===== src/keyed_image_slot_cache_top_defines.svh =====
// ----------------------------------------------------------------------------
// keyed image slot cache assertion macros
// Assertion helpers shared by the cache RTL; empty when synthesizing.
// ----------------------------------------------------------------------------
`ifndef KEYED_IMAGE_SLOT_CACHE_TOP_DEFINES_SVH
`define KEYED_IMAGE_SLOT_CACHE_TOP_DEFINES_SVH
`ifndef SYNTHESIS
// same-cycle implication
`define KISC_ASSERT_IMP(lbl, ante, cons, msg) \
   lbl: assert property (@(posedge clock) disable iff (reset) (ante) |-> (cons)) \
      else $error(msg);
// next-cycle implication
`define KISC_ASSERT_NXT(lbl, ante, cons, msg) \
   lbl: assert property (@(posedge clock) disable iff (reset) (ante) |=> (cons)) \
      else $error(msg);
`else
`define KISC_ASSERT_IMP(lbl, ante, cons, msg)
`define KISC_ASSERT_NXT(lbl, ante, cons, msg)
`endif
`endif


===== src/kisc_pkg.sv =====
// ----------------------------------------------------------------------------
// kisc_pkg
// Constants, opcodes and shared types of the keyed image slot cache.
// ----------------------------------------------------------------------------
package kisc_pkg;

   localparam int DEF_SLOT_COUNT = 8;
   localparam int DEF_MAX_WIDTH  = 128;
   localparam int DEF_MAX_HEIGHT = 128;

   localparam logic [31:0] TIMEOUT_RESET = 32'd5000;
   localparam logic [7:0]  UNBOUND       = 8'hFF;

   localparam logic [3:0] OP_BEGIN        = 4'd0;
   localparam logic [3:0] OP_BEGIN_KEYED  = 4'd1;
   localparam logic [3:0] OP_WRITE_PIXEL  = 4'd2;
   localparam logic [3:0] OP_COMMIT       = 4'd3;
   localparam logic [3:0] OP_COMMIT_KEYED = 4'd4;
   localparam logic [3:0] OP_CANCEL       = 4'd5;
   localparam logic [3:0] OP_TIMEOUT      = 4'd6;
   localparam logic [3:0] OP_BIND         = 4'd7;
   localparam logic [3:0] OP_FIND_KEY     = 4'd8;
   localparam logic [3:0] OP_FIND_ITEM    = 4'd9;
   localparam logic [3:0] OP_INFO         = 4'd10;
   localparam logic [3:0] OP_READ_PIXEL   = 4'd11;
   localparam logic [3:0] OP_CLEAR_BIND   = 4'd12;
   localparam logic [3:0] OP_INVALIDATE   = 4'd13;
   localparam logic [3:0] OP_TAKE_EVICTED = 4'd14;

   typedef struct packed {
      logic wr;
      logic rd;
   } pix_cmd_type;

endpackage


===== src/kisc_pix_mem.sv =====
// ----------------------------------------------------------------------------
// kisc_pix_mem
// Pixel memory: one buffer per slot plus one spare upload buffer.
// ----------------------------------------------------------------------------
module kisc_pix_mem import kisc_pkg::*; #(
   parameter int DEPTH = 2,
   parameter int AW    = 1
) (
   input  logic        clock,
   input  pix_cmd_type cmd,
   input  logic [AW-1:0] addr,
   input  logic [15:0] wdata,
   output logic [15:0] rdata
);

   logic [15:0] mem [DEPTH];
   logic [15:0] rdata_ff;

   always_ff @(posedge clock) begin
      if (cmd.wr) begin
         mem[addr] <= wdata;
      end
      if (cmd.rd) begin
         rdata_ff <= mem[addr];
      end
   end

   assign rdata = rdata_ff;

endmodule


===== config.mk =====
export PLATFORM = sky130hd
export DESIGN_NAME = kisc_pix_mem
export DESIGN_NICKNAME = d
export VERILOG_FILES = /design/src/keyed_image_slot_cache_top_defines.svh /design/src/kisc_pkg.sv /design/src/kisc_pix_mem.sv
export SDC_FILE = /design/constraint.sdc
export NUM_CORES = 1
export LEC_CHECK = 0
export BUFFER_PORTS_ARGS = -buffer_cell sky130_fd_sc_hd__buf_2
export CORE_MARGIN = 2
export CORE_UTILIZATION = 40
export DETAILED_ROUTE_END_ITERATION = 7
export PLACE_DENSITY_LB_ADDON = 0.15
export SYNTH_ARGS = -nofsm -noshare
export SYNTH_HDL_FRONTEND = slang
export SYNTH_SLANG_ARGS = --single-unit

===== constraint.sdc =====
create_clock -name clock -period 2.6 [get_ports clock]
set_input_delay 0.39 -clock clock [delete_from_list [all_inputs] [get_ports clock]]
set_output_delay 0.39 -clock clock [all_outputs]
set_load 0.05 [all_outputs]

==> impl_metrics.env <==
export IMPL_run_status="finished clean"
export IMPL_switching_share=0.224
export IMPL_floorplan_initialDensity=0.419
export IMPL_count_of_endpoints_failing_setup_in_the_final_report=0
export IMPL_antenna_violating_nets_left=0
export IMPL_cts_root_buf="clkbuf_8"
export IMPL_hold_class="in2reg"
export IMPL_global_route_usage_total=0.0997
export IMPL_yosysWarnings=0
export IMPL_syn_area_um2=1700
export IMPL_rows=23
export IMPL_worstSetupStartpointType="primary input"
export IMPL_worst_setup_hold_path_clk_slew_ps=80
export IMPL_critical_path_max_fanout=18
export IMPL_cts_tree="yes"
export IMPL_cts_root_to_sink_buffers=2
export IMPL_wire_length_of_the_first_global_routing_pass_mm=3.51
export IMPL_fin_crit_sh=0.506
export IMPL_die_w_um=69.2
export IMPL_power_sequential_fraction=0.626
export IMPL_worst_path_buf_inv=1
export IMPL_most_common_library_cell_in_the_layout_ignoring_fill_and_taps="edfxtp_1"
export IMPL_power_density_nw_per_um2=742
export IMPL_achievable_frequency_ghz=0.760
export IMPL_timing_max_transition_violations_final=0
export IMPL_core_area_um2=4060
export IMPL_finalWeightedCongestion=0.687
export IMPL_num_antenna_cells=0
export IMPL_worst_pin_slew_ps=450
export IMPL_critical_path_max_stage_delay_ps=490
export IMPL_cts_hold_repair_buffers=0
export IMPL_drive_gt1_frac=0.550
export IMPL_route_final_wire_length_mm=2.17
export IMPL_vdd_ir_drop_worst_mv=0.384
export IMPL_static_power_due_to_leakage_nw=0.745
export IMPL_number_of_global_route_vias_before_repair=753
export IMPL_ys_types=7
export IMPL_cts_post_setup_buffers_inserted=0
export IMPL_grt_antenna_before_repair=0
export IMPL_gr_total_overflow=0
export IMPL_setup_tns_final_ps=0
export IMPL_synthToLayoutAreaGrowth_pct=17.0
export IMPL_grt_max_degree=19
export IMPL_clock_latency_ps=290
export IMPL_critical_path_required_ps=2550
export IMPL_first_pass_iters=4
export IMPL_timing_critical_path_to_type="flip-flop"
export IMPL_clock_power_share=0.271
export IMPL_rsz0062_at_grt="false"
export IMPL_synthesis_nets=88
export IMPL_num_vias=719
export IMPL_post_route_drc_count=0
export IMPL_fin_worst_hold_slack_ps=287
export IMPL_worst_setup_path_type="in2reg"
export IMPL_postSynthCellCount=68
export IMPL_switchingPower_w=0.000331
export IMPL_finalNetCount=128
export IMPL_wl_per_cell_um=13.6
export IMPL_worst_slew_margin_rel=0.700
export IMPL_synth_ff_latch_count=48
export IMPL_drt_initial_drc_count=24
export IMPL_setup_skew_ps=7.35
export IMPL_io_port_bufs=35
export IMPL_post_cts_resized=0
export IMPL_critical_path_cell_chain="buf_2 -> and2_2"
export IMPL_critical_path_slowest_cell="and2_2"
export IMPL_most_common_layout_cells="48 x edfxtp_1, 35 x buf_2, 8 x mux2_4, 8 x mux2_2, 5 x clkbuf_8"
export IMPL_post_syn_area_per_cell_um2=25.0
export IMPL_seq_area_frac_synth=0.848
export IMPL_maxCapViolations=0
export IMPL_finalWorstPathRequiredPeriod_ps=1320
export IMPL_cts_htree_levels=2
export IMPL_worstPathArrival_ps=1260
export IMPL_power_frac_comb=0.103
export IMPL_power_report_internal_total_w=0.00115
export IMPL_clock_sinks=48
export IMPL_number_of_cts_inserted_buffers=5
export IMPL_floorplan_io_pins=36
export IMPL_dieArea_um2=4790
export IMPL_hold_viol=0
export IMPL_nFillCells=336
export IMPL_critical_path_top_delay_family="simple AND/OR/NAND/NOR gates"
export IMPL_die_h_um=69.2
export IMPL_vias_per_cell=4.52
==> synth_stat cells, drive strengths merged <==
cell	instances	share of area
edfxtp	48	0.85
mux2	16	0.12
buf	2	0.018
and2	1	0.0044
and2b	1	0.0052
==> worst paths after layout <==
check | start | endpoint | slack [ps] | cells after the start
max | addr | mem[1][9] | 1280 | 2
max reg2reg | mem[0][9] | rdata[9] | 1710 | 1
min reg2reg | mem[0][11] | rdata[11] | 550 | 1
min | wdata[12] | mem[0][12] | 290 | 1
==> cell type report <==
cell class              count  area, µm²  share of cell area
clock buffers               5       68.8              0.0346
well taps                  50       62.6              0.0315
clock inverters             3       13.8             0.00692
multi-input cells          18        226               0.114
repair buffers             35        175              0.0881
flip-flops and latches     48       1440               0.725
==> power by group through the flow <==
stage          Combinational, W  Clock, W  Sequential, W
2_1_floorplan         0.0000472         0        0.00101
3_3_place_gp           0.000153         0       0.000941
3_5_place_dp           0.000155         0       0.000943
4_1_cts                0.000155  0.000415       0.000925
5_1_grt                0.000161  0.000453       0.000930
6_report               0.000153  0.000399       0.000924
==> sequential cells by signal, indices dropped and copies added, names as in the netlist <==
signal	count
mem	32
rdata	16
==> routing by layer <==
metal / routed length, µm / global-route usage
met5: 0 / 0
met4: 36 / 0.0588
met3: 99 / 0.0363
met2: 1260 / 0.187
met1: 772 / 0.0894
==> per-stage QoR <==
stage / std cells / total power (W) / setup slack (ps) / area (µm²) / utilization
detailed placement: 151 / 0.00110 / 941 / 1910 / 0.470
global placement: 151 / 0.00109 / 971 / 1910 / 0.470
CTS: 159 / 0.00149 / 1260 / 1990 / 0.490
floorplan: 68 / 0.00105 / 1240 / 1700 / -
global route: 159 / 0.00154 / 1220 / 1990 / 0.490
finish: 159 / 0.00148 / 1280 / 1990 / 0.490
==> cell families (layout without fill, tap and decap cells) <==
logic type	after synthesis	count (layout)	share of synthesized area
multiplexers	16	16	0.124
flip-flops	48	48	0.848
AND/OR/NAND/NOR	2	2	0.00958
buffers and inverters	2	43	0.0184
Note: power is estimated with default switching activity, not from simulation.
